===== src/hdl/array_list_engine_defines.svh =====
// ---------------------------------------------------------------------------
// Array list engine assertion macros
// Shared property wrappers for the concurrent checks of the engine.
// ---------------------------------------------------------------------------
`ifndef ARRAY_LIST_ENGINE_DEFINES_SVH
`define ARRAY_LIST_ENGINE_DEFINES_SVH

// Same-cycle implication, disabled while reset is high.
`define ALE_ASSERT_IMP(label, clk, rst, ante, cons, msg) \
  label: assert property (@(posedge clk) disable iff (rst) (ante) |-> (cons)) \
    else $error(msg);

// Next-cycle implication, disabled while reset is high.
`define ALE_ASSERT_NXT(label, clk, rst, ante, cons, msg) \
  label: assert property (@(posedge clk) disable iff (rst) (ante) |=> (cons)) \
    else $error(msg);

`endif


===== src/hdl/ale_pkg.sv =====
// ---------------------------------------------------------------------------
// ale_pkg
// Command, status and sequencer state types of the array list engine.
// ---------------------------------------------------------------------------
package ale_pkg;

  // Command codes carried by a request.
  typedef enum logic [2:0] {
    CMD_INSERT = 3'd0,
    CMD_DELETE = 3'd1,
    CMD_GET    = 3'd2,
    CMD_LOCATE = 3'd3,
    CMD_CLEAR  = 3'd4
  } cmd_t;

  // Result status codes.
  typedef enum logic [1:0] {
    ST_OK       = 2'd0,
    ST_RANGE    = 2'd1,
    ST_FULL     = 2'd2,
    ST_NOTFOUND = 2'd3
  } status_t;

  // Sequencer states.
  typedef enum logic [1:0] {
    S_IDLE,
    S_WALK,
    S_INS,
    S_FIN
  } state_t;

endpackage


===== src/hdl/ale_req_if.sv =====
// ---------------------------------------------------------------------------
// ale_req_if
// Request channel of the array list engine: valid/ready with the command.
// ---------------------------------------------------------------------------
interface ale_req_if;
  logic               valid;
  logic               ready;
  logic        [2:0]  cmd;
  logic        [6:0]  position;
  logic signed [31:0] value;

  modport source (output valid, output cmd, output position, output value, input ready);
  modport sink   (input valid, input cmd, input position, input value, output ready);
endinterface


===== src/hdl/ale_rsp_if.sv =====
// ---------------------------------------------------------------------------
// ale_rsp_if
// Result channel of the array list engine: valid/ready with the result.
// ---------------------------------------------------------------------------
interface ale_rsp_if;
  logic               valid;
  logic               ready;
  logic        [1:0]  status;
  logic signed [31:0] data_out;
  logic        [5:0]  found_index;
  logic        [6:0]  count;
  logic               is_empty;

  modport source (output valid, output status, output data_out, output found_index,
                  output count, output is_empty, input ready);
  modport sink   (input valid, input status, input data_out, input found_index,
                  input count, input is_empty, output ready);
endinterface


===== src/hdl/array_list_engine.sv =====
// ---------------------------------------------------------------------------
// array_list_engine
// Array list of signed 32-bit values held in one synchronous memory, with
// insert, delete, get, locate and clear commands and one result each.
// ---------------------------------------------------------------------------
// Channel  Dir  Payload                                       Accepted when
// req      in   cmd, position, value                          valid && ready
// rsp      out  status, data_out, found_index, count, is_empty valid && ready
//
// One request is processed at a time; ready is high in the idle state.
// Insert shifts the entries from its position upward, delete shifts those
// above its position down, get reads one entry, locate scans from the start
// and clear zeroes the entries of the list; a rejected request goes straight
// to its result. The memory has one read and one write port, so the list is
// walked entry by entry. Reset clears control and length; the memory is not
// cleared.
// A stalled result waits in the output register while the next request is
// accepted and processed up to its own result.
// ---------------------------------------------------------------------------
`include "array_list_engine_defines.svh"

module array_list_engine
  import ale_pkg::*;
#(
  parameter int DEPTH = 64
) (
  input  logic      clk,
  input  logic      rst,
  ale_req_if.sink   req,
  ale_rsp_if.source rsp
);

  localparam int AW = (DEPTH > 1) ? $clog2(DEPTH) : 1;
  localparam int LW = $clog2(DEPTH + 1);
  localparam int CW = (LW > 7) ? LW : 7;
  localparam int FW = (AW > 6) ? AW : 6;

  // Entry storage.
  logic [31:0] mem [DEPTH];
  logic [31:0] rdata;
  logic          mem_we;
  logic [AW-1:0] mem_waddr;
  logic [31:0]   mem_wdata;
  logic          mem_re;
  logic [AW-1:0] mem_raddr;

  // Control and working registers.
  state_t        state;
  state_t        state_next;
  cmd_t          op;
  logic [LW-1:0] len;
  logic [LW-1:0] pos_r;
  logic [31:0]   val_r;
  logic [LW-1:0] r;
  logic [LW-1:0] lim;
  logic          rv;
  logic [AW-1:0] ra;
  status_t       res_status;
  logic [31:0]   res_data;
  logic [AW-1:0] res_fidx;

  // Output register.
  logic          out_valid;
  status_t       out_status;
  logic [31:0]   out_data;
  logic [5:0]    out_fidx;
  logic [6:0]    out_count;
  logic          out_empty;

  // Derived signals.
  logic          accept;
  logic          out_free;
  logic [CW-1:0] pos_ext;
  logic [CW-1:0] len_ext;
  logic [FW-1:0] fidx_ext;
  logic          pos_in_list;
  logic          pos_le_len;
  logic          is_full;
  logic          hit;
  logic          walk_done;
  logic          ins_done;
  logic [LW-1:0] r_dec;
  logic [LW-1:0] pos_inc;

  assign accept      = req.valid && req.ready;
  assign out_free    = !out_valid || rsp.ready;
  assign pos_ext     = CW'(req.position);
  assign len_ext     = CW'(len);
  assign fidx_ext    = FW'(res_fidx);
  assign pos_in_list = pos_ext < len_ext;
  assign pos_le_len  = pos_ext <= len_ext;
  assign is_full     = len == LW'(DEPTH);
  assign r_dec       = r - LW'(1);
  assign pos_inc     = pos_ext[LW-1:0] + LW'(1);
  assign hit         = rv && (op == CMD_LOCATE) && (rdata == val_r);
  assign walk_done   = hit || ((r == lim) && !rv);
  assign ins_done    = (r == pos_r) && !rv;

  // Memory: one write port and one registered read port.
  always_ff @(posedge clk) begin
    if (mem_we) begin
      mem[mem_waddr] <= mem_wdata;
    end
    if (mem_re) begin
      rdata <= mem[mem_raddr];
    end
  end

  // Memory access control for the walking states.
  always_comb begin
    mem_we    = 1'b0;
    mem_waddr = '0;
    mem_wdata = '0;
    mem_re    = 1'b0;
    mem_raddr = '0;
    case (state)
      S_WALK: begin
        if (op == CMD_CLEAR) begin
          // Clear writes zero into one entry per cycle.
          if (r != lim) begin
            mem_we    = 1'b1;
            mem_waddr = r[AW-1:0];
          end
        end else begin
          // Scan reads ahead; delete writes each entry one place down.
          if ((r != lim) && !hit) begin
            mem_re    = 1'b1;
            mem_raddr = r[AW-1:0];
          end
          if (rv && (op == CMD_DELETE) && (ra != pos_r[AW-1:0])) begin
            mem_we    = 1'b1;
            mem_waddr = ra - AW'(1);
            mem_wdata = rdata;
          end
        end
      end
      S_INS: begin
        // Shift from the top down, then drop the new value into place.
        if (rv) begin
          mem_we    = 1'b1;
          mem_waddr = ra;
          mem_wdata = rdata;
        end else if (r == pos_r) begin
          mem_we    = 1'b1;
          mem_waddr = pos_r[AW-1:0];
          mem_wdata = val_r;
        end
        if (r != pos_r) begin
          mem_re    = 1'b1;
          mem_raddr = r_dec[AW-1:0];
        end
      end
      default: begin
        mem_we = 1'b0;
      end
    endcase
  end

  // Next state.
  always_comb begin
    state_next = state;
    case (state)
      S_IDLE: begin
        if (accept) begin
          case (req.cmd)
            CMD_INSERT:  state_next = (pos_le_len && !is_full) ? S_INS : S_FIN;
            CMD_DELETE,
            CMD_GET:     state_next = pos_in_list ? S_WALK : S_FIN;
            CMD_LOCATE,
            CMD_CLEAR:   state_next = S_WALK;
            default:     state_next = S_FIN;
          endcase
        end
      end
      S_WALK: begin
        if (walk_done) begin
          state_next = S_FIN;
        end
      end
      S_INS: begin
        if (ins_done) begin
          state_next = S_FIN;
        end
      end
      S_FIN: begin
        if (out_free) begin
          state_next = S_IDLE;
        end
      end
      default: begin
        state_next = S_IDLE;
      end
    endcase
  end

  always_ff @(posedge clk) begin
    if (rst) begin
      state <= S_IDLE;
    end else begin
      state <= state_next;
    end
  end

  // Length, walk pointers and result collection.
  always_ff @(posedge clk) begin
    if (rst) begin
      len <= '0;
      rv  <= 1'b0;
    end else begin
      case (state)
        S_IDLE: begin
          if (accept) begin
            op       <= cmd_t'(req.cmd);
            val_r    <= req.value;
            pos_r    <= pos_ext[LW-1:0];
            rv       <= 1'b0;
            res_data <= '0;
            res_fidx <= '0;
            case (req.cmd)
              CMD_INSERT: begin
                r   <= len;
                lim <= len;
                if (!pos_le_len) begin
                  res_status <= ST_RANGE;
                end else if (is_full) begin
                  res_status <= ST_FULL;
                end else begin
                  res_status <= ST_OK;
                end
              end
              CMD_DELETE: begin
                r          <= pos_ext[LW-1:0];
                lim        <= len;
                res_status <= pos_in_list ? ST_OK : ST_RANGE;
              end
              CMD_GET: begin
                r          <= pos_ext[LW-1:0];
                lim        <= pos_inc;
                res_status <= pos_in_list ? ST_OK : ST_RANGE;
              end
              CMD_LOCATE: begin
                r          <= '0;
                lim        <= len;
                res_status <= ST_NOTFOUND;
              end
              default: begin
                r          <= '0;
                lim        <= len;
                res_status <= ST_OK;
              end
            endcase
          end
        end
        S_WALK: begin
          rv <= mem_re;
          if (mem_re) begin
            ra <= mem_raddr;
          end
          if (mem_re || (op == CMD_CLEAR && mem_we)) begin
            r <= r + LW'(1);
          end
          // The first read of a delete or get is the entry returned.
          if (rv && ((op == CMD_DELETE) || (op == CMD_GET)) &&
              (ra == pos_r[AW-1:0])) begin
            res_data <= rdata;
          end
          if (hit) begin
            res_status <= ST_OK;
            res_fidx   <= ra;
          end
          if (walk_done && (op == CMD_DELETE)) begin
            len <= len - LW'(1);
          end
        end
        S_INS: begin
          rv <= mem_re;
          if (mem_re) begin
            ra <= r[AW-1:0];
            r  <= r_dec;
          end
          if (ins_done) begin
            len <= len + LW'(1);
          end
        end
        default: begin
          rv <= 1'b0;
        end
      endcase
    end
  end

  // Output register: loaded from the finish state once it is free.
  always_ff @(posedge clk) begin
    if (rst) begin
      out_valid <= 1'b0;
    end else if ((state == S_FIN) && out_free) begin
      out_valid  <= 1'b1;
      out_status <= res_status;
      out_data   <= res_data;
      out_fidx   <= fidx_ext[5:0];
      out_count  <= len_ext[6:0];
      out_empty  <= (len == '0);
    end else if (rsp.ready) begin
      out_valid <= 1'b0;
    end
  end

  assign req.ready       = (state == S_IDLE);
  assign rsp.valid       = out_valid;
  assign rsp.status      = out_status;
  assign rsp.data_out    = out_data;
  assign rsp.found_index = out_fidx;
  assign rsp.count       = out_count;
  assign rsp.is_empty    = out_empty;

  // Checks on the sequencer and the memory port use.
  `ALE_ASSERT_IMP(a_len_bound, clk, rst, 1'b1, len <= LW'(DEPTH), "length exceeds depth")
  `ALE_ASSERT_IMP(a_no_rw_clash, clk, rst, mem_we && mem_re, mem_waddr != mem_raddr, "read and write hit one entry")
  `ALE_ASSERT_NXT(a_busy_after_req, clk, rst, accept, !req.ready, "second request taken while busy")
  `ALE_ASSERT_IMP(a_empty_flag, clk, rst, rsp.valid, rsp.is_empty == (rsp.count == 7'd0), "empty flag disagrees with count")

endmodule

===== src/flat_wrapper.sv =====
// flat-port wrapper written by rule: the top's interface ports become plain ports
module array_list_engine_flat import ale_pkg::*;
#(
  parameter int DEPTH = 64
)
  (clk, rst, req_valid, req_cmd, req_position, req_value, req_ready, rsp_valid, rsp_status, rsp_data_out, rsp_found_index, rsp_count, rsp_is_empty, rsp_ready);
  ale_req_if req_i ();
  ale_rsp_if rsp_i ();
  input  logic clk;
  input  logic rst;
  input wire logic [$bits(req_i.valid)-1:0] req_valid;
  input wire logic [$bits(req_i.cmd)-1:0] req_cmd;
  input wire logic [$bits(req_i.position)-1:0] req_position;
  input wire logic [$bits(req_i.value)-1:0] req_value;
  output wire logic [$bits(req_i.ready)-1:0] req_ready;
  output wire logic [$bits(rsp_i.valid)-1:0] rsp_valid;
  output wire logic [$bits(rsp_i.status)-1:0] rsp_status;
  output wire logic [$bits(rsp_i.data_out)-1:0] rsp_data_out;
  output wire logic [$bits(rsp_i.found_index)-1:0] rsp_found_index;
  output wire logic [$bits(rsp_i.count)-1:0] rsp_count;
  output wire logic [$bits(rsp_i.is_empty)-1:0] rsp_is_empty;
  input wire logic [$bits(rsp_i.ready)-1:0] rsp_ready;
  assign req_i.valid = req_valid;
  assign req_i.cmd = req_cmd;
  assign req_i.position = req_position;
  assign req_i.value = req_value;
  assign req_ready = req_i.ready;
  assign rsp_valid = rsp_i.valid;
  assign rsp_status = rsp_i.status;
  assign rsp_data_out = rsp_i.data_out;
  assign rsp_found_index = rsp_i.found_index;
  assign rsp_count = rsp_i.count;
  assign rsp_is_empty = rsp_i.is_empty;
  assign rsp_i.ready = rsp_ready;
  array_list_engine #(.DEPTH(DEPTH)) u_core (.clk(clk), .rst(rst), .req(req_i), .rsp(rsp_i));
endmodule

===== config.mk =====
export PLATFORM = sky130hd
export DESIGN_NAME = array_list_engine_flat
export DESIGN_NICKNAME = d
export VERILOG_FILES = /design/src/hdl/ale_pkg.sv /design/src/hdl/ale_req_if.sv /design/src/hdl/ale_rsp_if.sv /design/src/hdl/array_list_engine.sv /design/src/flat_wrapper.sv
export VERILOG_INCLUDE_DIRS = /design/src /design/src/hdl
export SDC_FILE = /design/constraint.sdc
export NUM_CORES = 2
export LEC_CHECK = 0
export CORE_MARGIN = 8
export CORE_UTILIZATION = 55
export DETAILED_ROUTE_END_ITERATION = 16
export DONT_BUFFER_PORTS = 1
export PLACE_DENSITY = 0.7
export SYNTH_ARGS = -nofsm -noshare
export SYNTH_HDL_FRONTEND = slang
export SYNTH_SLANG_ARGS = --single-unit

===== constraint.sdc =====
create_clock -name clk -period 6.5 [get_ports clk]
set_input_delay 0.975 -clock clk [delete_from_list [all_inputs] [get_ports clk]]
set_output_delay 0.975 -clock clk [all_outputs]
set_load 0.05 [all_outputs]

==> summary.md <==
| Metric | Value |
|---|---|
| Status | `finished clean` |
| Gpl congestion | `0.9145` |
| Cell area after synthesis | `89550 µm²` |
| Gr ovfl total | `0` |
| CTS max path bufs | `3` |
| First-pass GRT wire length | `380500 µm` |
| Critical Path AT | `6570 ps` |
| Drt wl/cell | `31.06 µm` |
| Tmin final | `5974 ps` |
| Post-CTS setup buffers | `0` |
| Cell family contributing the most delay on the critical path | `compound AO/OA/AOI/OAI gates` |
| Initial Util | `55.20%` |
| Post-synthesis sequential area ratio | `75.02%` |
| Initial antenna violation count | `25` |
| Clock buffer count from CTS | `218` |
| Vias | `56682` |
| Worst Skew | `55.20 ps` |
| WP depth | `10` |
| Cts repair resizes | `0` |
| RSZ-0062 raised after global routing | `no` |
| Synth Area per Inst | `14.58 µm²` |
| Setup tns final | `0 ps` |
| Vias in the first global route | `53354` |
| Largest net degree at the start of global routing | `138` |
| Row count | `148` |
| Worst-Margin Slew | `1359 ps` |
| # fillers | `11626` |
| Main synth FF type | `edfxtp_1` |
| Die ar. | `176000 µm²` |
| Chip height | `419.5 µm` |
| CTS H-tree depth | `4` |
| Syn nets | `6210` |
| YS warnings | `0` |
| Required @ worst endpoint | `7100 ps` |
| Worst hold margin | `163.1 ps` |
| # setup viols final | `0` |
| Pre-Repair DR Iteration Count | `8` |
| I/O pin cnt | `96` |
| Final hold vios | `0` |
| Worst stage delay on the critical path | `1040 ps` |
| Reg clk slew, reported paths | `70 ps` |
| Tot GR Track Use | `29.59%` |
| Reg2reg path depth | `10` |
| Maximum fanout along the worst path | `40` |
| CP Buf/Inv Count | `2` |
| FF/Latch Area | `67180 µm²` |
| Number of synthesized flops with an enable pin | `2230` |
| Slew Limit Fails | `0` |
| Cell Pwr Density | `359.3 nW/µm²` |
| Clk sinks | `2241` |
| Hold WC Path Type | `in -> reg` |
| CTS tree | `done` |
| Core ar. | `162200 µm²` |
| Async set-reset flop share out of synthesis | `0%` |
| Gate Count Post-Synth | `6142` |
| Hold depth | `1` |
| Pleak | `31.00 nW` |
| Placed wire-length estimate | `158900 µm` |
| Die width | `419.5 µm` |
| Max Clock Freq | `167.4 MHz` |
| Via-to-Cell Ratio | `6.606` |
| Residual DRC | `0` |
| Max stage delay cell, worst path | `o41ai_1` |
| Final period util | `91.91%` |
| Layout area overhead | `12.54%` |
| Peak VDD IR | `0.2964 mV` |
| Buffers on Ports | `0` |
| Multi-input combinational cell area | `21360 µm²` |
| Yosys reg bits | `2241` |
| Post-CTS Hold Buffers | `0` |
| Yosys cell types | `91` |
| Setup CP Type | `reg -> reg` |
| Most used cell along the critical path | `a211oi_1` |
| Initial drt markers | `9309` |
| Max Cap Viol | `0` |
| Crit-path cells | `clkinv_1 > ha_1 > a211oi_1 > a31o_4 > buf_12 > a211oi_1 > a21oi_1 > o221ai_1 > o41ai_1 > and3_1` |
| CP endpoint kind | `flip-flop` |
| Layout cells sized above 1 | `12.35%` |
| Root buf cell | `clkbuf_16` |
| Clk_lat worst skew | `890 ps` |
| Nets | `6270` |
| Rel. slew slack | `9.166%` |
| Startpoint Class | `flip-flop` |
| WL final | `266500 µm` |
| Final ANT Viol Nets | `0` |
==> routing by layer <==
| metal | GRT usage [%] | up-vias | wire length (µm) |
|---|---|---|---|
| li1 | - | 23873 | - |
| met1 | 40.57 | 28198 | 99270 |
| met2 | 44.76 | 3969 | 120500 |
| met3 | 7.064 | 642 | 32220 |
| met4 | 14.67 | 0 | 14510 |
| met5 | 0 | - | 0 |
==> placed cells by master, fill, tap and decap left out, drive strengths merged, types with 12 or more instances in the layout <==
master and instances:
and3 151, mux2 42, or2 12, and2 44
nor3 30, inv 33, bufinv 22, o221ai 39
a31o 12, o22ai 60, a2111oi 43, diode 23
a222oi 12, o221a 13, a22oi 36, a21oi 199
a2bb2oi 12, o22a 14, nand3 322, nand2b 37
a211oi 120, xor2 37, a22o 16, a31oi 188
a32oi 99, edfxtp 2230, clkinv 98, o21ai 102
nand2 1119, nand4 49, ha 21, nor4 28
xnor2 39, buf 251, a221oi 19, clkbuf 266
nor2 197, o32ai 21, mux2i 203
==> flip-flops by register name (all words and copies together) (netlist names), 3 cells and up <==
signal and cells:
u_core.ra 6, u_core.rsp.found_index 6, u_core.pos_r 7, u_core.op 3
u_core.res_data 32, u_core.len 7, u_core.mem 2048, u_core.fidx_ext 6
u_core.lim 7, u_core.val_r 32, u_core.r 7, u_core.rsp.count 7
u_core.rdata 32, u_core.rsp.data_out 32
==> power breakdown <==
part           switching (W)  leakage [nW]  internal, W  total (W)
registers           0.000461          16.6       0.0162     0.0167
clock network        0.00549          3.44      0.00710     0.0126
logic                0.00486          10.9      0.00207    0.00693
==> Yosys cell counts (all sizes together), types with 39 or more instances <==
| cell type | count | area, µm² |
|---|---|---|
| a2111oi | 43 | 376.6 |
| a211oi | 120 | 905.9 |
| a21oi | 199 | 996.0 |
| a31oi | 188 | 1197 |
| a32oi | 99 | 885.9 |
| and2 | 44 | 275.3 |
| and3 | 151 | 944.7 |
| buf | 231 | 1252 |
| clkbuf | 180 | 676.9 |
| edfxtp | 2230 | 66960 |
| mux2 | 42 | 473.0 |
| mux2i | 203 | 2036 |
| nand2 | 1119 | 4217 |
| nand3 | 322 | 1612 |
| nand4 | 49 | 336.6 |
| nor2 | 197 | 747.0 |
| o21ai | 102 | 510.5 |
| o221ai | 39 | 341.6 |
| o22ai | 60 | 375.4 |
| xnor2 | 39 | 341.6 |
==> cell type report <==
cell class	count	area share [%]
diodes	23	0.05711
inverters	30	0.1142
flip-flops and latches	2241	66.66
clock buffers	266	5.613
clock inverters	134	1.491
repair buffers	251	2.168
well taps	2175	2.700
multi-input cells	3460	21.19
==> path summary, 6_finish.rpt <==
path	slack, ps	end	start
max	530	u_core.rdata[18]	u_core.r[0]
min	160	u_core.state[0]	rst
max reg2reg	530	u_core.rdata[18]	u_core.r[0]
min reg2reg	420	u_core.rsp.status[1]	u_core.res_status[1]
==> logic make-up (layout without fill, tap and decap cells) <==
logic type	Yosys count	in the layout	synth area share [%]
buf+inv	441	681	2.280
simple gates	2045	2045	10.42
compound gates	1072	1072	8.411
xor+xnor	76	76	0.7433
other cells	0	23	0
flops	2241	2241	75.02
fa+ha+maj	22	22	0.3158
mux	245	245	2.801
==> metrics by stage <==
step	area, µm²	power, W	setup slack, ps	cells	util (%)
detailed placement	93570	0.02369	730.1	8157	57.68
finish	100800	0.03621	526.1	8580	62.13
CTS	100700	0.03609	718.4	8557	62.09
global route	100700	0.03725	402.7	8566	62.11
floorplan	89550	0.02120	1418	6142	-
global placement	93570	0.02360	859.6	8157	57.68
==> worst register-to-register path, stage by stage (launching register included) <==
cell	delay, ps
edfxtp_1	510
clkinv_1	470
ha_1	610
a211oi_1	780
a31o_4	810
buf_12	340
a211oi_1	90
a21oi_1	220
o221ai_1	160
o41ai_1	1040
and3_1	660
No activity file was read; power rests on OpenSTA's default activity.
